==> config.mk <==
export PLATFORM = sky130hd
export DESIGN_NAME = serial_frame_receiver_crc16
export DESIGN_NICKNAME = d
export VERILOG_FILES = /design/src/sv/sfr_pkg.sv /design/src/sv/sfr_parser.sv /design/src/sv/serial_frame_receiver_crc16.sv
export SDC_FILE = /design/constraint.sdc
export NUM_CORES = 1
export LEC_CHECK = 0
export BUFFER_PORTS_ARGS = -buffer_cell sky130_fd_sc_hd__buf_4
export CAP_MARGIN = 5
export CORE_ASPECT_RATIO = 0.8
export CORE_MARGIN = 1
export CORE_UTILIZATION = 59
export DETAILED_ROUTE_END_ITERATION = 16
export PLACE_DENSITY_LB_ADDON = 0.15
export REMOVE_ABC_BUFFERS = 1
export SYNTH_ARGS = -nofsm -noshare
export SYNTH_HDL_FRONTEND = slang
export SYNTH_SLANG_ARGS = --single-unit
==> constraint.sdc <==
create_clock -name i_clk -period 3.8 [get_ports i_clk]
set_clock_uncertainty 0.05 [all_clocks]
set_input_delay 0.19 -clock i_clk [delete_from_list [all_inputs] [get_ports i_clk]]
set_output_delay 0.19 -clock i_clk [all_outputs]
set_load 0.05 [all_outputs]
==> src/sv/sfr_pkg.sv <==
`default_nettype none

package sfr_pkg;

    localparam int BYTE_W    = 8;
    localparam int KIND_W    = 3;
    localparam int VERD_W    = 3;
    localparam int PIDX_W    = 10;
    localparam int CFG_W     = 11;
    localparam int CFG_IDX_W = 3;
    localparam int TDATA_W   = 24;
    localparam int TUSER_W   = KIND_W + VERD_W;

    localparam logic [KIND_W-1:0] KIND_DROP    = 3'd0;
    localparam logic [KIND_W-1:0] KIND_HEADER  = 3'd1;
    localparam logic [KIND_W-1:0] KIND_SOURCE  = 3'd2;
    localparam logic [KIND_W-1:0] KIND_TARGET  = 3'd3;
    localparam logic [KIND_W-1:0] KIND_TYPE    = 3'd4;
    localparam logic [KIND_W-1:0] KIND_LENGTH  = 3'd5;
    localparam logic [KIND_W-1:0] KIND_PAYLOAD = 3'd6;
    localparam logic [KIND_W-1:0] KIND_CRC     = 3'd7;

    localparam logic [VERD_W-1:0] VERD_NONE     = 3'd0;
    localparam logic [VERD_W-1:0] VERD_GOOD     = 3'd1;
    localparam logic [VERD_W-1:0] VERD_CRC_ERR  = 3'd2;
    localparam logic [VERD_W-1:0] VERD_FOREIGN  = 3'd3;
    localparam logic [VERD_W-1:0] VERD_BAD_HDR  = 3'd4;
    localparam logic [VERD_W-1:0] VERD_TOO_LONG = 3'd5;

    localparam logic [CFG_IDX_W-1:0] CFG_HDR_A   = 3'd0;
    localparam logic [CFG_IDX_W-1:0] CFG_HDR_B   = 3'd1;
    localparam logic [CFG_IDX_W-1:0] CFG_HDR_C   = 3'd2;
    localparam logic [CFG_IDX_W-1:0] CFG_OWN     = 3'd3;
    localparam logic [CFG_IDX_W-1:0] CFG_MAX_LEN = 3'd4;

    localparam int POS_SYNC_A  = 0;
    localparam int POS_SYNC_B  = 1;
    localparam int POS_SYNC_C  = 2;
    localparam int POS_SOURCE  = 3;
    localparam int POS_TARGET  = 4;
    localparam int POS_TYPE    = 5;
    localparam int POS_LEN_HI  = 6;
    localparam int POS_LEN_LO  = 7;
    localparam int POS_PAYLOAD = 8;

    localparam logic [15:0] CRC_INIT = 16'hFFFF;
    localparam logic [15:0] CRC_POLY = 16'hA001;

    typedef struct packed {
        logic [BYTE_W-1:0] hdr_a;
        logic [BYTE_W-1:0] hdr_b;
        logic [BYTE_W-1:0] hdr_c;
        logic [BYTE_W-1:0] own_addr;
        logic [CFG_W-1:0]  max_len;
    } t_cfg;

    typedef struct packed {
        logic [BYTE_W-1:0] byte_value;
        logic [KIND_W-1:0] field_kind;
        logic [PIDX_W-1:0] payload_index;
        logic              frame_end;
        logic [VERD_W-1:0] verdict;
    } t_result;

    function automatic logic [15:0] crc_feed(input logic [15:0] crc, input logic [7:0] b);
        logic [15:0] c;
        c = crc ^ {8'h00, b};
        for (int k = 0; k < 8; k++) begin
            c = c[0] ? ((c >> 1) ^ CRC_POLY) : (c >> 1);
        end
        return c;
    endfunction

endpackage

`default_nettype wire

==> src/sv/sfr_parser.sv <==
`default_nettype none

module sfr_parser
    import sfr_pkg::*;
#(
    parameter int MAX_PAYLOAD = 1024
) (
    input  wire logic              i_clk,
    input  wire logic              i_rst_n,
    input  wire logic              i_step,
    input  wire logic [BYTE_W-1:0] i_byte,
    input  wire t_cfg              i_cfg,
    output t_result                o_res
);

    localparam int LEN_W = $clog2(MAX_PAYLOAD + 1);
    localparam int POS_W = $clog2(MAX_PAYLOAD + POS_PAYLOAD + 2);
    localparam int OFF_W = (POS_W > PIDX_W) ? POS_W : PIDX_W;

    logic [POS_W-1:0]  r_pos, n_pos;
    logic [15:0]       r_crc, n_crc;
    logic [LEN_W-1:0]  r_len, n_len;
    logic [BYTE_W-1:0] r_tgt, n_tgt;
    logic [BYTE_W-1:0] r_len_hi, n_len_hi;
    logic [BYTE_W-1:0] r_crc_hi, n_crc_hi;

    logic [15:0]       crc_next;
    logic [15:0]       len_rx;
    logic [15:0]       crc_rx;
    logic [POS_W-1:0]  off;
    logic [OFF_W-1:0]  off_ext;
    logic [BYTE_W-1:0] want;
    logic              too_long;
    logic              hunt;
    t_result           res;

    always_comb begin
        crc_next = crc_feed(r_crc, i_byte);
        len_rx   = {r_len_hi, i_byte};
        crc_rx   = {r_crc_hi, i_byte};
        off      = r_pos - POS_W'(POS_PAYLOAD);
        off_ext  = OFF_W'(off);
        too_long = (17'(len_rx) > 17'(i_cfg.max_len)) || (17'(len_rx) > 17'(MAX_PAYLOAD));
        want     = (r_pos == POS_W'(POS_SYNC_A)) ? i_cfg.hdr_a :
                   (r_pos == POS_W'(POS_SYNC_B)) ? i_cfg.hdr_b : i_cfg.hdr_c;

        n_pos    = r_pos + POS_W'(1);
        n_crc    = r_crc;
        n_len    = r_len;
        n_tgt    = r_tgt;
        n_len_hi = r_len_hi;
        n_crc_hi = r_crc_hi;
        hunt     = 1'b0;

        res.byte_value    = i_byte;
        res.field_kind    = KIND_DROP;
        res.payload_index = '0;
        res.frame_end     = 1'b0;
        res.verdict       = VERD_NONE;

        priority if (r_pos < POS_W'(POS_SOURCE)) begin
            if (i_byte == want) begin
                res.field_kind = KIND_HEADER;
                n_crc          = crc_next;
            end else if (r_pos == POS_W'(POS_SYNC_A)) begin
                hunt = 1'b1;
            end else begin
                res.field_kind = KIND_HEADER;
                res.frame_end  = 1'b1;
                res.verdict    = VERD_BAD_HDR;
                hunt           = 1'b1;
            end
        end else if (r_pos < POS_W'(POS_PAYLOAD)) begin
            n_crc = crc_next;
            priority if (r_pos == POS_W'(POS_SOURCE)) begin
                res.field_kind = KIND_SOURCE;
            end else if (r_pos == POS_W'(POS_TARGET)) begin
                res.field_kind = KIND_TARGET;
                n_tgt          = i_byte;
            end else if (r_pos == POS_W'(POS_TYPE)) begin
                res.field_kind = KIND_TYPE;
            end else if (r_pos == POS_W'(POS_LEN_HI)) begin
                res.field_kind = KIND_LENGTH;
                n_len_hi       = i_byte;
            end else begin
                res.field_kind = KIND_LENGTH;
                if (too_long) begin
                    res.frame_end = 1'b1;
                    res.verdict   = VERD_TOO_LONG;
                    hunt          = 1'b1;
                end else begin
                    n_len = len_rx[LEN_W-1:0];
                end
            end
        end else if (off < POS_W'(r_len)) begin
            res.field_kind    = KIND_PAYLOAD;
            res.payload_index = off_ext[PIDX_W-1:0];
            n_crc             = crc_next;
        end else if (off == POS_W'(r_len)) begin
            res.field_kind = KIND_CRC;
            n_crc_hi       = i_byte;
        end else begin
            res.field_kind = KIND_CRC;
            res.frame_end  = 1'b1;
            if (crc_rx != r_crc) begin
                res.verdict = VERD_CRC_ERR;
            end else if (r_tgt != i_cfg.own_addr) begin
                res.verdict = VERD_FOREIGN;
            end else begin
                res.verdict = VERD_GOOD;
            end
            hunt = 1'b1;
        end

        if (hunt) begin
            n_pos    = '0;
            n_crc    = CRC_INIT;
            n_len    = '0;
            n_tgt    = '0;
            n_len_hi = '0;
            n_crc_hi = '0;
        end
    end

    always_ff @(posedge i_clk) begin
        if (!i_rst_n) begin
            r_pos    <= '0;
            r_crc    <= CRC_INIT;
            r_len    <= '0;
            r_tgt    <= '0;
            r_len_hi <= '0;
            r_crc_hi <= '0;
        end else if (i_step) begin
            r_pos    <= n_pos;
            r_crc    <= n_crc;
            r_len    <= n_len;
            r_tgt    <= n_tgt;
            r_len_hi <= n_len_hi;
            r_crc_hi <= n_crc_hi;
        end
    end

    assign o_res = res;

endmodule

`default_nettype wire

==> src/sv/serial_frame_receiver_crc16.sv <==
`default_nettype none

// Byte-stream frame receiver: every received byte comes back as one status item tagged with
// its field kind and payload offset; the byte that closes a frame attempt raises tlast and
// carries a verdict (good, CRC error, foreign target, bad header, too long). One byte is
// taken per clock cycle unless the result side stalls; each byte passes through the input
// register and then the result register, and the CRC-16 update of the byte and the frame
// state step both happen as it moves from one to the other. Result stalls stop the input
// only when both registers are full. Write configuration only while no byte is in flight.

module serial_frame_receiver_crc16
    import sfr_pkg::*;
#(
    parameter int MAX_PAYLOAD = 1024
) (
    input  wire logic                 i_clk,
    input  wire logic                 i_rst_n,

    input  wire logic                 i_cfg_we,
    input  wire logic [CFG_IDX_W-1:0] i_cfg_addr,
    input  wire logic [CFG_W-1:0]     i_cfg_wdata,

    input  wire logic                 s_axis_tvalid,
    output logic                      s_axis_tready,
    input  wire logic [BYTE_W-1:0]    s_axis_tdata,   // [7:0] rx_byte

    output logic                      m_axis_tvalid,
    input  wire logic                 m_axis_tready,
    output logic [TDATA_W-1:0]        m_axis_tdata,   // [7:0] byte_value, [17:8] payload_index
    output logic                      m_axis_tlast,   // frame_end
    output logic [TUSER_W-1:0]        m_axis_tuser    // [2:0] field_kind, [5:3] verdict
);

    t_cfg              r_cfg;
    logic              r_in_valid;
    logic [BYTE_W-1:0] r_in_byte;
    logic              r_out_valid;
    t_result           r_out;
    t_result           res;
    logic              adv;
    logic              step;

    assign adv           = !r_out_valid || m_axis_tready;
    assign s_axis_tready = !r_in_valid || adv;
    assign step          = r_in_valid && adv;

    always_ff @(posedge i_clk) begin
        if (!i_rst_n) begin
            r_cfg.hdr_a    <= '0;
            r_cfg.hdr_b    <= '0;
            r_cfg.hdr_c    <= '0;
            r_cfg.own_addr <= '0;
            r_cfg.max_len  <= CFG_W'(1024);
        end else if (i_cfg_we) begin
            unique case (i_cfg_addr)
                CFG_HDR_A:   r_cfg.hdr_a    <= i_cfg_wdata[BYTE_W-1:0];
                CFG_HDR_B:   r_cfg.hdr_b    <= i_cfg_wdata[BYTE_W-1:0];
                CFG_HDR_C:   r_cfg.hdr_c    <= i_cfg_wdata[BYTE_W-1:0];
                CFG_OWN:     r_cfg.own_addr <= i_cfg_wdata[BYTE_W-1:0];
                CFG_MAX_LEN: r_cfg.max_len  <= i_cfg_wdata;
                default: begin
                end
            endcase
        end
    end

    always_ff @(posedge i_clk) begin
        if (!i_rst_n) begin
            r_in_valid <= 1'b0;
        end else if (s_axis_tready) begin
            r_in_valid <= s_axis_tvalid;
        end
    end

    always_ff @(posedge i_clk) begin
        if (s_axis_tready && s_axis_tvalid) begin
            r_in_byte <= s_axis_tdata;
        end
    end

    sfr_parser #(
        .MAX_PAYLOAD (MAX_PAYLOAD)
    ) u_parser (
        .i_clk   (i_clk),
        .i_rst_n (i_rst_n),
        .i_step  (step),
        .i_byte  (r_in_byte),
        .i_cfg   (r_cfg),
        .o_res   (res)
    );

    always_ff @(posedge i_clk) begin
        if (!i_rst_n) begin
            r_out_valid <= 1'b0;
        end else if (adv) begin
            r_out_valid <= r_in_valid;
        end
    end

    always_ff @(posedge i_clk) begin
        if (step) begin
            r_out <= res;
        end
    end

    assign m_axis_tvalid = r_out_valid;
    assign m_axis_tdata  = {(TDATA_W - PIDX_W - BYTE_W)'(0), r_out.payload_index,
                            r_out.byte_value};
    assign m_axis_tlast  = r_out.frame_end;
    assign m_axis_tuser  = {r_out.verdict, r_out.field_kind};

endmodule

`default_nettype wire

Word-level counts from Yosys, hierarchy flattened
Cells that the tools add are included.
{"block": "word_totals", "reg_bits": 140, "latch_bits": 0, "ram_bits": 0, "rom_bits": 0, "inputBits": 27, "output_inout_bits": 33, "elab_cells": 155, "mem_count": 0}
{"block": "op_classes", "addsub": 2, "n_mul": 0, "div_mod_pow": 0, "order_cmp": 5, "n_eq_ne": 22, "shift": 0, "n_mux": 72, "bitwise_logic": 10, "n_reduce_logical": 25}
{"operator": "$mux W16", "n": 13}
{"operator": "$mux W8", "n": 19}
{"operator": "$mux W11", "n": 9}
{"operator": "$mux W4", "n": 11}
{"operator": "$eq A11 B3 Y1 const B", "n": 3}
{"operator": "$not A2 Y3", "n": 8}
{"operator": "$gt A16 B11 Y1", "n": 1}
{"operator": "$gt A16 B11 Y1 const B", "n": 1}
{"operator": "$ne A16 B16 Y1", "n": 1}
{"operator": "$xor A16 B8 Y16", "n": 1}
{"operator": "$mux W1", "n": 14}
{"operator": "$ne A2 B1 Y1 const B", "n": 7}
{"operator": "$mux W3", "n": 4}
{"operator": "$add A11 B1 Y11 const B", "n": 1}
{"operator": "$eq A11 B1 Y1 const B", "n": 1}
{"operator": "$eq A11 B11 Y1", "n": 1}
{"operator": "$eq A11 B2 Y1 const B", "n": 1}
{"operator": "$logic_not A11 Y1", "n": 1}
{"operator": "$lt A11 B11 Y1", "n": 1}
{"operator": "$lt A11 B2 Y1 const B", "n": 1}
{"operator": "$lt A11 B4 Y1 const B", "n": 1}
{"operator": "$sub A11 B4 Y11 const B", "n": 1}
{"operator": "$reduce_and A2 Y1", "n": 5}
{"operator": "$reduce_and A5 Y1", "n": 2}
{"operator": "19 further kinds", "n": 28}

Longest topological paths before layout
Gate-level depths: netlist of the first run.
{"block": "logic_depth", "ltp_word": 21, "mapped_depth": 16}

Hierarchy
From an unflattened synthesis of the first run, not the netlist that was laid out.
{"block": "hier_totals", "cells_unflattened": 722, "area_unflattened_um2": 6999.2}
{"mod": "sfr_parser", "n_inst": 1, "cells_each": 517, "area_each_um2": 4264.1, "seq_area_each_um2": 1241.2}
{"mod": "serial_frame_receiver_crc16", "n_inst": 1, "cells_each": 205, "area_each_um2": 2735.1, "seq_area_each_um2": 1891.8}

Least setup slack after synthesis of the first run
No wires, ideal clock.
{"block": "synth_timing", "path_kind": "flip-flop to flip-flop", "start": "reg u_parser.r_pos[3]", "end": "reg u_parser.r_crc_hi[0]", "t_arrival_ps": 3152, "path_slack_ps": 482, "stages_incl_launch_ff": 15, "path_buffers": 3, "synth_period_minus_slack_ps": 3318, "cell_sequence": "dfxtp_1 > buf_2 > inv_1 > ha_1 > xor2_1 > ha_1 > nand3_1 > or2_2 > o221a_2 > o21ai_0 > nand2_1 > or3_1 > buf_1 > clkbuf_1 > a31o_2"}
{"block": "synth_between", "word_cells_on_any_way": 29, "cone_classes": "add/sub (1); order compare (3); eq/ne (10); mux (12); reduce/logical (3)"}
{"item": "start: declaration", "line_no": "sfr_parser.sv:20", "text": "logic [POS_W-1:0] r_pos, n_pos;"}
{"item": "start signal: assignment", "line_no": "sfr_parser.sv:134", "text": "r_pos <= n_pos;"}
{"item": "$sub A11 B4 Y11 *", "line_no": "sfr_parser.sv:41", "text": "off = r_pos - POS_W'(POS_PAYLOAD);"}
{"item": "via u_parser.off[3]", "line_no": "sfr_parser.sv:30", "text": "logic [POS_W-1:0] off;"}
{"item": "parallel branches: the longest is 7 deep, another holds $lt A11 B11 Y1"}
{"item": "end signal: assignment", "line_no": "sfr_parser.sv:139", "text": "r_crc_hi <= n_crc_hi;"}
{"item": "end: declaration", "line_no": "sfr_parser.sv:25", "text": "logic [BYTE_W-1:0] r_crc_hi, n_crc_hi;"}
Mark *: on every way through the listed nets, which the timed path passes.
A chain may end at the register's enable or synchronous reset.

Final worst setup path of the first run
{"block": "layout_timing", "start": "reg u_parser.r_pos[8]", "end": "reg u_parser.r_crc[10]"}
{"block": "layout_between", "elab_chain_len": 9, "word_cells_on_any_way": 29, "cone_classes": "add/sub (1); order compare (3); eq/ne (8); mux (14); reduce/logical (3)"}
{"item": "parallel branches: the longest is 9 deep, another holds $sub A11 B4 Y11"}
{"item": "end signal: assignment", "line_no": "sfr_parser.sv:135", "text": "r_crc <= n_crc;"}
{"item": "end: declaration", "line_no": "sfr_parser.sv:21", "text": "logic [15:0] r_crc, n_crc;"}
Several ways; the timed one is not identified.

==> results.json, run 1 <==
{
  "h-tree-depth": 4,
  "timing.setup.critical_path_class": "register to register",
  "combinationalPowerShare_pct": 11.2,
  "synth.mux.area_fraction_pct": 1.75,
  "worst_hold_path.num_cells": 3,
  "insertedDiodeCount": 0,
  "area.growth.synth_to_final_pct": 19.9,
  "num-fill-cells": 810,
  "num_rows": 34,
  "critPathArrivalTime_ps": 3850,
  "io-pin-count": 60,
  "totalWireLength_microns": 17900,
  "finalWeightedCongestion": 0.950,
  "crit_required_ps": 4050,
  "crit-reg2reg-launch": "u_parser.r_pos[8]$_SDFFE_PN0P_",
  "route.detailed.drc": 0,
  "finalNetCount": 879,
  "synthesis.yosys.warnings": 0,
  "netSwitchingFraction_pct": 25.4,
  "number_of_antenna_violations_at_the_first_check_in_global_routing": 0,
  "grt_pass1_wl_microns": 28800,
  "worst_setup_path_end_kind": "register",
  "crit_path_frequent_cell": "sky130_fd_sc_hd__or4_1",
  "commonest_non_fill_non_tap_cell_in_the_layout": "sky130_fd_sc_hd__nand2_1",
  "cts-root-buf": "sky130_fd_sc_hd__clkbuf_16",
  "synth.yosys.seq_area_share_pct": 45.7,
  "number_of_buffers_created_by_cts": 17,
  "post_synth_inst_count": 753,
  "p_clk_share_pct": 46.9,
  "achievable-frequency_ghz": 0.278,
  "port_buffers": 53,
  "drive_above_1_share_pct": 14.6,
  "finalCriticalPeriod_ps": 3600,
  "global_route.overflow_total": 0,
  "global_route_usage_over_all_layers_pct": 31.2,
  "post_cts_setup_driven_buffer_insertion_count": 0,
  "syn_area_per_cell_sq_um": 9.11,
  "synth_async_sr_flop_share_pct": 0,
  "synth_compound_gate_area_share_pct": 15.6,
  "effective_utilization_at_floorplan_pct": 61.8,
  "grt_use_met3_pct": 7.00,
  "holdCritPathClass": "primary input to register",
  "largest_net_degree_at_the_start_of_global_routing": 55,
  "critical_path.cell_chain": "or4_1, or4_1, o221ai_1, nand4b_1, nor4b_4, a21oi_2, a21oi_4, buf_12, a32oi_1",
  "drt_iter0_markers": 663,
  "clk_pin_slew_ps": 60,
  "placement.setup.worst_slack_ps": 80.7,
  "synth_xor_xnor_area_share_pct": 6.39,
  "die_h_microns": 98.4,
  "crit_path_max_incr_delay_ps": 720,
  "worstRegToRegCells": 9,
  "crit_path_top_delay_cell": "sky130_fd_sc_hd__or4_1",
  "post_detailed_route_wirelength_per_cell_microns": 18.3,
  "power.leakage_uw": 0.00323,
  "rr_endpoint": "u_parser.r_crc[10]$_SDFFE_PN1P_",
  "worst_hold_startpoint": "i_cfg_wdata[0]",
  "largest_family_of_logic_cells_by_synthesized_area": "simple AND/OR/NAND/NOR gates",
  "main_flop_type_after_synthesis": "sky130_fd_sc_hd__dfxtp_1",
  "die_area_sq_mm": 0.0121,
  "hpwl_reported_at_the_end_of_detailed_placement_microns": 12200,
  "unrepaired_setup_endpoints_after_global_routing": "no",
  "grtUsageMet2_pct": 49.5,
  "route.antenna.remaining_nets": 0,
  "status": "complete, no violations",
  "seq_power_share_pct": 42.0,
  "switch_pwr_uw": 968,
  "timing.final.setup_violations": 0,
  "cp_max_fo": 24,
  "cts_tree": "done",
  "layout.core_utilization_pct": 74.0,
  "worstSkewPairLatency_ps": 420,
  "power_per_cell_area_mw_per_mm2": 463,
  "post_synth_and_or_nand_nor_area_fraction_pct": 19.4,
  "cts_max_path_buffers": 2,
  "startpoint_type": "register",
  "synth_fa_ha_area_share_pct": 5.84,
  "detailroute.via_count": 5922,
  "setup.reg_to_reg.worst_slack_ps": 200,
  "grt.met1_usage_pct": 41.5,
  "transition_time_of_the_tightest_slew_check_pin_ps": 726,
  "grt-busiest-layer": "met2",
  "worst_slack_ps": 200,
  "synth_edf_count": 33,
  "synth.cell_area_sq_mm": 0.00686,
  "timing_hold_violations_final": 0,
  "timing.final.crit_share_pct": 94.7,
  "drv.max_cap_violation_count": 0,
  "slew-limit-headroom_pct": 51.3,
  "internal_power_uw": 2840,
  "timing_max_transition_violations_final": 0,
  "vias_per_cell": 6.06,
  "yosys.cell_types.count": 56,
  "vdd_drop_max_mv": 0.343,
  "chipWidth_microns": 123,
  "final_cell_mix": "sky130_fd_sc_hd__nand2_1, sky130_fd_sc_hd__dfxtp_1, sky130_fd_sc_hd__buf_4, sky130_fd_sc_hd__a21oi_1, sky130_fd_sc_hd__inv_1",
  "core_region_area_sq_mm": 0.0111,
  "clock_sink_count": 140,
  "grt_pass1_vias": 5704,
  "drt_pre_antenna_iters": 5,
  "hold_path_end": "r_cfg[19]$_SDFFE_PN0P_",
  "ys_ff_latch": 140
}
[worst max-delay path by stage]
stage                                   startpoint                                 to  slack, ps  cells past startpoint
floorplan           u_parser.r_pos[3]$_SDFFE_PN0P_     u_parser.r_len[0]$_SDFFE_PN0P_         -8                     12
global placement    u_parser.r_pos[3]$_SDFFE_PN0P_  u_parser.r_len_hi[2]$_SDFFE_PN0P_        320                     12
CTS                 u_parser.r_pos[3]$_SDFFE_PN0P_     u_parser.r_tgt[6]$_SDFFE_PN0P_         40                     12
detailed placement  u_parser.r_pos[3]$_SDFFE_PN0P_     u_parser.r_tgt[3]$_SDFFE_PN0P_         80                     12
finish              u_parser.r_pos[8]$_SDFFE_PN0P_    u_parser.r_crc[10]$_SDFFE_PN1P_        200                      9
global route        u_parser.r_pos[4]$_SDFFE_PN0P_  u_parser.r_len_hi[5]$_SDFFE_PN0P_         20                     12
[critical path: cells and delay by family, from the launching register on]
kind	cells	cell delay, ps
simple gates	4	1850
compound gates	4	940
flops	1	400
buf+inv	1	210
[power groups by stage]
stage | Combinational, uW | Clock, uW | Sequential [uW]
floorplan | 231 | 0 | 1660
CTS | 418 | 1790 | 1600
global placement | 391 | 0 | 1630
finish | 425 | 1780 | 1600
detailed placement | 400 | 0 | 1630
global route | 457 | 1860 | 1600
[metrics by stage]
step	power (uW)	setup TNS, ps	area, sq um	hold WS, ps	std cells
4_1_cts	3810	0	8200	3.43	977
5_1_grt	3920	0	8220	13.9	977
3_3_place_gp	2020	0	7400	318	929
3_5_place_dp	2030	0	7400	319	929
6_report	3810	0	8220	16.5	977
2_1_floorplan	1890	-89.4	6680	229	715
[flip-flops by register name, indices dropped and copies added, names as in the netlist, 6 cells and up]
name and cells:
m_axis_tuser 6, r_cfg 43, u_parser.r_crc_hi 8, u_parser.r_len_hi 8, u_parser.r_tgt 8, r_in_byte 8, m_axis_tdata 18, u_parser.r_len 11
u_parser.r_crc 16, u_parser.r_pos 11
[layout make-up]
class                           instances  area (sq um)  share of cell area [%]
Sequential cell                       140          3130                    38.1
Clock inverter                         14           208                    2.53
Inverter                               43           161                    1.96
Timing Repair Buffer                   86           698                    8.49
Tap cell                              144           180                    2.19
Multi-Input combinational cell        532          3410                    41.5
Clock buffer                           18           429                    5.22
[cell usage after synthesis, types with 5 or more instances]
cell                       count  area [sq um]
sky130_fd_sc_hd__and3_1        5          31.3
sky130_fd_sc_hd__a22o_1       16           140
sky130_fd_sc_hd__nand3_1      23           115
sky130_fd_sc_hd__xnor2_1      33           289
sky130_fd_sc_hd__nor3_1       20           100
sky130_fd_sc_hd__buf_2         5          25.0
sky130_fd_sc_hd__inv_1        41           154
sky130_fd_sc_hd__mux2i_1      12           120
sky130_fd_sc_hd__xor2_1       17           149
sky130_fd_sc_hd__a22oi_1      12          90.1
sky130_fd_sc_hd__o221ai_1      9          78.8
sky130_fd_sc_hd__o31a_1        8          70.1
sky130_fd_sc_hd__edfxtp_1     33           991
sky130_fd_sc_hd__ha_1         32           400
sky130_fd_sc_hd__nor2_1       21          78.8
sky130_fd_sc_hd__buf_1         5          18.8
sky130_fd_sc_hd__or3_1         5          31.3
sky130_fd_sc_hd__clkbuf_1     24          90.1
sky130_fd_sc_hd__o211ai_1      6          45.0
sky130_fd_sc_hd__a21oi_1      60           300
sky130_fd_sc_hd__nor2b_1      10          62.6
sky130_fd_sc_hd__nor4_1       15          93.8
sky130_fd_sc_hd__nand2b_1      5          31.3
sky130_fd_sc_hd__dfxtp_1     107          2140
sky130_fd_sc_hd__o31ai_1       6          45.0
sky130_fd_sc_hd__o21ai_0       6          30.0
sky130_fd_sc_hd__buf_4         9          67.6
sky130_fd_sc_hd__nand4_1       9          56.3
sky130_fd_sc_hd__and2_1       13          81.3
sky130_fd_sc_hd__nand2_1     135           507
[per-layer routing]
metal | routed length [microns] | vias up
met5 | 0 | -
met3 | 1390 | 34
met4 | 287 | 0
met1 | 7730 | 2802
met2 | 8450 | 307
li1 | - | 2779
[cell families (layout without fill, tap and decap cells)]
kind of cell,count (synthesis),count (layout)
other,1,6
buffers and inverters,86,161
adders and majority gates,32,32
xor gates and xnor gates,50,50
DFF,140,140
and+or+nand+nor,277,277
AOI/OAI and AO/OA,155,155
muxes,12,12
[what timing repair did]
action                     4_1_cts  5_1_grt
setup endpoints to repair        0       32
gates resized for setup          0        6
hold endpoints to repair        16        0
hold buffers                    16        0
(Power assumes the default switching activity.)
==> run 2: changes to the inputs <==
--- a/config.mk
+++ b/config.mk
@@ -5,10 +5,11 @@
 export SDC_FILE = /design/constraint.sdc
 export NUM_CORES = 1
 export LEC_CHECK = 0
+export ABC_AREA = 1
 export BUFFER_PORTS_ARGS = -buffer_cell sky130_fd_sc_hd__buf_4
 export CAP_MARGIN = 5
 export CORE_ASPECT_RATIO = 0.8
-export CORE_MARGIN = 1
+export CORE_MARGIN = 2
 export CORE_UTILIZATION = 59
 export DETAILED_ROUTE_END_ITERATION = 16
 export PLACE_DENSITY_LB_ADDON = 0.15
==> run 2 against run 1 <==
Net effect:
- clock-buffer cell count is 7 higher
- non-clock buffer count is 13 lower
- maximum frequency is 4.4% higher
- cell area is 3.1% higher
- cell count is 22% higher
- combinational power is 13% higher
- flip-flop and latch count stayed put
- register-to-register slack better by 150 ps
- wire length is 0.40% higher
- area after synthesis is 6.1% higher
- sequential power hardly changed
- setup slack better by 150 ps
- critical path type unchanged
- largest power group unchanged
==> results.json, run 2 <==
{
  "die_h_microns": 103,
  "clock_sink_count": 140,
  "synth.cell_area_sq_mm": 0.00728,
  "sequential_cell_area_sq_mm": 0.00313,
  "seq_power_share_pct": 43.2,
  "grt_pass1_vias": 5643,
  "num-fill-cells": 1018,
  "clk_pin_slew_ps": 60,
  "chipWidth_microns": 128,
  "post_cts_setup_driven_buffer_insertion_count": 0,
  "timing.setup.critical_path_class": "register to register",
  "setup_total_negative_slack_ps": 0,
  "internal_power_uw": 2800,
  "route.antenna.remaining_nets": 0,
  "finish.cell_count_without_fillers": 1190,
  "yosys.cell_types.count": 42,
  "drv.max_cap_violation_count": 0,
  "main_flop_type_after_synthesis": "sky130_fd_sc_hd__dfxtp_1",
  "unrepaired_setup_endpoints_after_global_routing": "no",
  "global_route.overflow_total": 0,
  "power_per_cell_area_mw_per_mm2": 445,
  "totalWireLength_microns": 17900,
  "finalNetCount": 1084,
  "placement.setup.worst_slack_ps": 307,
  "multiInputGateArea_sq_mm": 0.00353,
  "ys_ff_latch": 140,
  "core_region_area_sq_mm": 0.0121,
  "finalWeightedCongestion": 0.884,
  "synth_edf_count": 33,
  "hpwl_reported_at_the_end_of_detailed_placement_microns": 12800,
  "timing.final.crit_share_pct": 90.7,
  "critical_path.n_buffers_inverters": 3,
  "transition_time_of_the_tightest_slew_check_pin_ps": 770,
  "crit_path_max_incr_delay_ps": 330,
  "die_area_sq_mm": 0.0132,
  "switch_pwr_uw": 970,
  "cts-root-buf": "sky130_fd_sc_hd__clkbuf_16",
  "crit_required_ps": 4060,
  "cp_top_family": "simple AND/OR/NAND/NOR gates",
  "num_rows": 36,
  "holdCritPathClass": "primary input to register",
  "synthDominantCellAreaShare_pct": 29.4,
  "slew-limit-headroom_pct": 48.6,
  "io-pin-count": 60,
  "critical_path.cell_chain": "inv_2, ha_1, nand2_1, nor2_1, nand2_1, xnor2_1, ha_1, nand2_1, inv_1, nand2_1, inv_1, nand4_1, o2111ai_1, nand2_1, nor2_1, a21oi_4, nand2_8, nand2_4, nand2_4, nor2_1, o21ai_1",
  "post_detailed_route_wirelength_per_cell_microns": 15.1,
  "number_of_buffers_created_by_cts": 17,
  "drive_above_1_share_pct": 13.6,
  "hold_ws_ps": 4.48,
  "insertedDiodeCount": 0,
  "largest-register": "r_cfg",
  "synth.yosys.seq_area_share_pct": 43.1,
  "detailroute.via_count": 6354,
  "worst_setup_path_end_kind": "register",
  "commonest_non_fill_non_tap_cell_in_the_layout": "sky130_fd_sc_hd__nand2_1",
  "cts_tree": "done",
  "area.growth.synth_to_final_pct": 16.4,
  "cts_max_path_buffers": 2,
  "crit_path_frequent_cell": "sky130_fd_sc_hd__nand2_1",
  "p_clk_share_pct": 44.0,
  "largest_net_degree_at_the_start_of_global_routing": 80,
  "ys_top_cells_by_count": "sky130_fd_sc_hd__nand2_1, sky130_fd_sc_hd__nor2_1, sky130_fd_sc_hd__inv_1, sky130_fd_sc_hd__dfxtp_1, sky130_fd_sc_hd__nand3_1",
  "global_route_usage_over_all_layers_pct": 28.0,
  "timing_max_transition_violations_final": 0,
  "vdd_drop_max_mv": 0.369,
  "netSwitchingFraction_pct": 25.7,
  "synth_top_cells_by_area": "sky130_fd_sc_hd__dfxtp_1, sky130_fd_sc_hd__edfxtp_1, sky130_fd_sc_hd__nand2_1",
  "worstSkewPairLatency_ps": 420,
  "effective_utilization_at_floorplan_pct": 60.1,
  "power.leakage_uw": 0.00390,
  "achievable-frequency_ghz": 0.290,
  "cp_max_fo": 19,
  "status": "complete, no violations",
  "route.detailed.drc": 0,
  "startpoint_type": "register",
  "synth_async_sr_flop_share_pct": 0,
  "crit_path_top_delay_cell": "sky130_fd_sc_hd__dfxtp_1",
  "finalCriticalPeriod_ps": 3450,
  "largest_register_ffs": 43,
  "post-synth-top-count-cell": "sky130_fd_sc_hd__nand2_1",
  "h-tree-depth": 4,
  "syn_area_per_cell_sq_um": 7.59,
  "critPathArrivalTime_ps": 3700,
  "port_buffers": 53,
  "worst_slack_ps": 354,
  "grt_pass1_wl_microns": 28300,
  "final_cell_mix": "sky130_fd_sc_hd__nand2_1, sky130_fd_sc_hd__nor2_1, sky130_fd_sc_hd__inv_1, sky130_fd_sc_hd__dfxtp_1, sky130_fd_sc_hd__nand3_1",
  "drt_pre_antenna_iters": 5,
  "post_synth_inst_count": 959,
  "place.detailed.instances": 1145,
  "drt_iter0_markers": 604,
  "number_of_antenna_violations_at_the_first_check_in_global_routing": 0,
  "synth_top_cell_by_area": "sky130_fd_sc_hd__dfxtp_1",
  "combinationalPowerShare_pct": 12.7,
  "timing.final.setup_violations": 0,
  "synthesis.yosys.warnings": 0,
  "timing_hold_violations_final": 0,
  "vias_per_cell": 5.34
}
run 2: cell count changes after synthesis, sizes merged, moves of 13 or more:
cell / delta
nand2: +88
xnor2: -16
nor2: +128
a22o: -16
o21ai: +50
nand3: +42
inv: +80
and2: -13
run 2: path summary, 6_finish.rpt:
path,from,slack [ps],depth (start not counted),end
setup / recovery,u_parser.r_pos[3]$_SDFFE_PN0P_,350,21,u_parser.r_crc[13]$_SDFFE_PN1P_
hold / removal,i_cfg_wdata[8],4,3,r_cfg[8]$_SDFFE_PN0P_
setup reg to reg,u_parser.r_pos[3]$_SDFFE_PN0P_,350,21,u_parser.r_crc[13]$_SDFFE_PN1P_
hold reg to reg,r_cfg[21]$_SDFFE_PN0P_,410,2,r_cfg[21]$_SDFFE_PN0P_
run 2: area by class of cell:
| type | count | share of cell area, % |
|---|---|---|
| flip-flops and latches | 140 | 37.0 |
| clock inverters | 7 | 1.03 |
| clock buffers | 25 | 5.89 |
| inverters | 121 | 5.36 |
| repair buffers | 73 | 6.85 |
| multi-input cells | 672 | 41.6 |
| well taps | 152 | 2.25 |
run 2: kinds of logic (layout without fill, tap and decap cells):
family | count (synthesis) | count (layout) | synth area share [%]
adders and majority gates | 32 | 32 | 5.50
DFF | 140 | 140 | 43.1
other | 1 | 6 | 0.0515
and+or+nand+nor | 484 | 484 | 30.1
xor gates and xnor gates | 26 | 26 | 3.13
AOI/OAI and AO/OA | 124 | 124 | 9.29
buffers and inverters | 152 | 226 | 8.87
run 2: timing repair:
action	4_1_cts	5_1_grt
endpoints found under the setup margin	0	7
resized for setup	0	2
hold buffers	13	0
hold endpoints to repair	13	0
run 2: per-stage QoR:
step           utilization, %  power (uW)  area, sq um
3_3_place_gp             63.9        2110         7740
3_5_place_dp             63.9        2120         7740
4_1_cts                  69.8        3770         8460
6_report                 69.9        3770         8470
2_1_floorplan               -        1980         7100
5_1_grt                  69.9        3900         8470
run 2: layer usage:
layer	global-route usage, %	vias to the layer above	wire [microns]
li1	-	3202	-
met3	6.33	29	1280
met1	39.6	2896	8570
met4	9.72	0	312
met5	0	-	0
met2	42.7	227	7770
run 2: power by group through the flow:
stage | clock network, uW | registers, uW | logic [uW]
after floorplan | 0 | 1690 | 290
after global placement | 0 | 1660 | 457
after detailed placement | 0 | 1660 | 462
after CTS | 1670 | 1630 | 478
after global routing | 1730 | 1630 | 539
final | 1660 | 1630 | 480
run 2: worst register-to-register path: stages (launching register included):
cell                        delay, ps
sky130_fd_sc_hd__dfxtp_1          330
sky130_fd_sc_hd__inv_2            130
sky130_fd_sc_hd__ha_1             200
sky130_fd_sc_hd__nand2_1           90
sky130_fd_sc_hd__nor2_1           170
sky130_fd_sc_hd__nand2_1           90
sky130_fd_sc_hd__xnor2_1          210
sky130_fd_sc_hd__ha_1             270
sky130_fd_sc_hd__nand2_1           80
sky130_fd_sc_hd__inv_1             40
sky130_fd_sc_hd__nand2_1           70
sky130_fd_sc_hd__inv_1             60
sky130_fd_sc_hd__nand4_1           80
sky130_fd_sc_hd__o2111ai_1        140
sky130_fd_sc_hd__nand2_1          120
sky130_fd_sc_hd__nor2_1            80
sky130_fd_sc_hd__a21oi_4          300
sky130_fd_sc_hd__nand2_8          180
sky130_fd_sc_hd__nand2_4          170
sky130_fd_sc_hd__nand2_4          190
sky130_fd_sc_hd__nor2_1           210
sky130_fd_sc_hd__o21ai_1           90
==> run 3: changes to the inputs <==
--- a/config.mk
+++ b/config.mk
@@ -5,7 +5,7 @@
 export SDC_FILE = /design/constraint.sdc
 export NUM_CORES = 1
 export LEC_CHECK = 0
-export ABC_AREA = 1
+export ABC_AREA = 0
 export BUFFER_PORTS_ARGS = -buffer_cell sky130_fd_sc_hd__buf_4
 export CAP_MARGIN = 5
 export CORE_ASPECT_RATIO = 0.8
==> run 3 against run 2 <==
Net effect:
- first-iteration DRC count up 0.50%
- total power up 0.44%
- worst hold slack better by 9.2 ps
- global-route usage up 0.22 points
- utilization up 1.6 points
- combinational power down 12%
- cell area down 3.5%
- largest cell class unchanged
- highest routed layer unchanged
==> results.json, run 3 (synthesis results as in run 1) <==
{
  "core_region_area_sq_mm": 0.0114,
  "crit_path_top_delay_cell": "sky130_fd_sc_hd__dfxtp_1",
  "timing_max_transition_violations_final": 0,
  "grtUsageMet2_pct": 45.4,
  "cp_top_family": "simple AND/OR/NAND/NOR gates",
  "largest_net_degree_at_the_start_of_global_routing": 54,
  "holdCritPathClass": "primary input to register",
  "effective_utilization_at_floorplan_pct": 60.0,
  "setup.reg_to_reg.worst_slack_ps": 250,
  "switch_pwr_uw": 958,
  "num_rows": 35,
  "cp_max_fo": 8,
  "timing.setup.critical_path_class": "register to register",
  "netSwitchingFraction_pct": 25.3,
  "place.detailed.instances": 933,
  "commonest_non_fill_non_tap_cell_in_the_layout": "sky130_fd_sc_hd__nand2_1",
  "clk_pin_slew_ps": 60,
  "final_total_pwr_uw": 3780,
  "global_route.overflow_total": 0,
  "worst_setup_path_end_kind": "register",
  "dpl_cell_area_sq_mm": 0.00740,
  "critPathArrivalTime_ps": 3810,
  "detailroute.via_count": 5831,
  "seq_power_share_pct": 42.2,
  "route.detailed.drc": 0,
  "internal_power_uw": 2830,
  "cts-root-buf": "sky130_fd_sc_hd__clkbuf_16",
  "largest-register": "r_cfg",
  "vdd_drop_max_mv": 0.322,
  "io-pin-count": 60,
  "die_area_sq_mm": 0.0125,
  "finish.cell_count_without_fillers": 978,
  "transition_time_of_the_tightest_slew_check_pin_ps": 730,
  "achievable-frequency_ghz": 0.282,
  "clock_sink_count": 140,
  "grt_pass1_vias": 5394,
  "grt_pass1_wl_microns": 27600,
  "worstSkewPairLatency_ps": 420,
  "grt.met1_usage_pct": 38.2,
  "die_h_microns": 100,
  "post_detailed_route_wirelength_per_cell_microns": 18.1,
  "timing.final.setup_violations": 0,
  "global_route_usage_over_all_layers_pct": 28.2,
  "grt_use_met3_pct": 5.70,
  "timing.final.crit_share_pct": 93.4,
  "grt-busiest-layer": "met2",
  "number_of_buffers_created_by_cts": 17,
  "finalCriticalPeriod_ps": 3550,
  "largest_register_ffs": 43,
  "placement.setup.worst_slack_ps": 143,
  "drive_above_1_share_pct": 14.3,
  "drt_iter0_markers": 607,
  "power.leakage_uw": 0.00321,
  "slew-limit-headroom_pct": 51.0,
  "cts_max_path_buffers": 2,
  "critical_path.n_buffers_inverters": 1,
  "cts_tree": "done",
  "power_per_cell_area_mw_per_mm2": 463,
  "drt_pre_antenna_iters": 5,
  "insertedDiodeCount": 0,
  "finalInstanceArea_sq_mm": 0.00818,
  "p_clk_share_pct": 46.6,
  "unrepaired_setup_endpoints_after_global_routing": "no",
  "startpoint_type": "register",
  "status": "complete, no violations",
  "totalWireLength_microns": 17700,
  "final_cell_mix": "sky130_fd_sc_hd__nand2_1, sky130_fd_sc_hd__dfxtp_1, sky130_fd_sc_hd__buf_4, sky130_fd_sc_hd__a21oi_1, sky130_fd_sc_hd__inv_1",
  "chipWidth_microns": 125,
  "crit_required_ps": 4070,
  "timing_hold_violations_final": 0,
  "hpwl_reported_at_the_end_of_detailed_placement_microns": 12300,
  "crit_path_max_incr_delay_ps": 490,
  "finalWeightedCongestion": 0.899,
  "area.growth.synth_to_final_pct": 19.2,
  "drv.max_cap_violation_count": 0,
  "h-tree-depth": 4,
  "route.antenna.remaining_nets": 0,
  "combinationalPowerShare_pct": 11.2,
  "critical_path.cell_chain": "inv_1, ha_1, xor2_1, ha_1, nand3_1, or2_2, o221a_2, o21ai_0, nand3_1, and2_1, and4_1, a22o_1",
  "number_of_antenna_violations_at_the_first_check_in_global_routing": 0,
  "port_buffers": 53,
  "worst_slack_ps": 252,
  "post_cts_setup_driven_buffer_insertion_count": 0,
  "finalNetCount": 876,
  "vias_per_cell": 5.96
}
-- run 3: path summary, 6_finish.rpt --
| check | to | cells after the start | startpoint |
|---|---|---|---|
| setup reg to reg | u_parser.r_len_hi[4]$_SDFFE_PN0P_ | 12 | u_parser.r_pos[3]$_SDFFE_PN0P_ |
| hold / removal | r_cfg[12]$_SDFFE_PN0P_ | 3 | i_cfg_wdata[1] |
| hold reg to reg | r_cfg[7]$_SDFFE_PN0P_ | 2 | r_cfg[7]$_SDFFE_PN0P_ |
| setup / recovery | u_parser.r_len_hi[4]$_SDFFE_PN0P_ | 12 | u_parser.r_pos[3]$_SDFFE_PN0P_ |
-- run 3: final cells by class --
| type | count | area [sq um] |
|---|---|---|
| Multi-Input combinational cell | 532 | 3410 |
| Fill cell | 837 | 3250 |
| Sequential cell | 140 | 3130 |
| Timing Repair Buffer | 83 | 668 |
| Clock buffer | 19 | 433 |
| Clock inverter | 13 | 190 |
| Tap cell | 148 | 185 |
| Inverter | 43 | 161 |
-- run 3: worst reg2reg max path, cell delays in order (launching register included) --
cell                      delay (ps)
sky130_fd_sc_hd__dfxtp_1         490
sky130_fd_sc_hd__inv_1           150
sky130_fd_sc_hd__ha_1            270
sky130_fd_sc_hd__xor2_1          180
sky130_fd_sc_hd__ha_1            310
sky130_fd_sc_hd__nand3_1         120
sky130_fd_sc_hd__or2_2           320
sky130_fd_sc_hd__o221a_2         240
sky130_fd_sc_hd__o21ai_0         230
sky130_fd_sc_hd__nand3_1         250
sky130_fd_sc_hd__and2_1          250
sky130_fd_sc_hd__and4_1          310
sky130_fd_sc_hd__a22o_1          290
-- run 3: layer usage --
| metal | wire [microns] | part of all wire (%) | vias up |
|---|---|---|---|
| met4 | 332 | 1.9 | 0 |
| met1 | 7800 | 44 | 2775 |
| li1 | - | - | 2773 |
| met3 | 1210 | 6.8 | 31 |
| met2 | 8330 | 47 | 252 |
| met5 | 0 | 0 | - |
-- run 3: timing repair --
action                                  in CTS  in global routing
hold endpoints to repair                    13                  0
endpoints found under the setup margin       0                 30
hold buffers                                13                  0
gates resized for setup                      0                  4
-- run 3: power by group through the flow --
| stage | clock network (uW) | registers (uW) | logic, uW |
|---|---|---|---|
| 2_1_floorplan | 0 | 1660 | 231 |
| 3_3_place_gp | 0 | 1630 | 394 |
| 5_1_grt | 1850 | 1600 | 457 |
| 6_report | 1760 | 1600 | 424 |
| 3_5_place_dp | 0 | 1630 | 400 |
| 4_1_cts | 1780 | 1600 | 418 |
-- run 3: per-stage QoR --
step / TNS, ps / hold WS, ps / util [%]
6_report: 0 / 13.7 / 71.5
5_1_grt: 0 / 3.55 / 71.5
4_1_cts: 0 / 0.333 / 71.4
3_5_place_dp: 0 / 319 / 64.8
3_3_place_gp: 0 / 318 / 64.8
2_1_floorplan: -89.4 / 229 / -
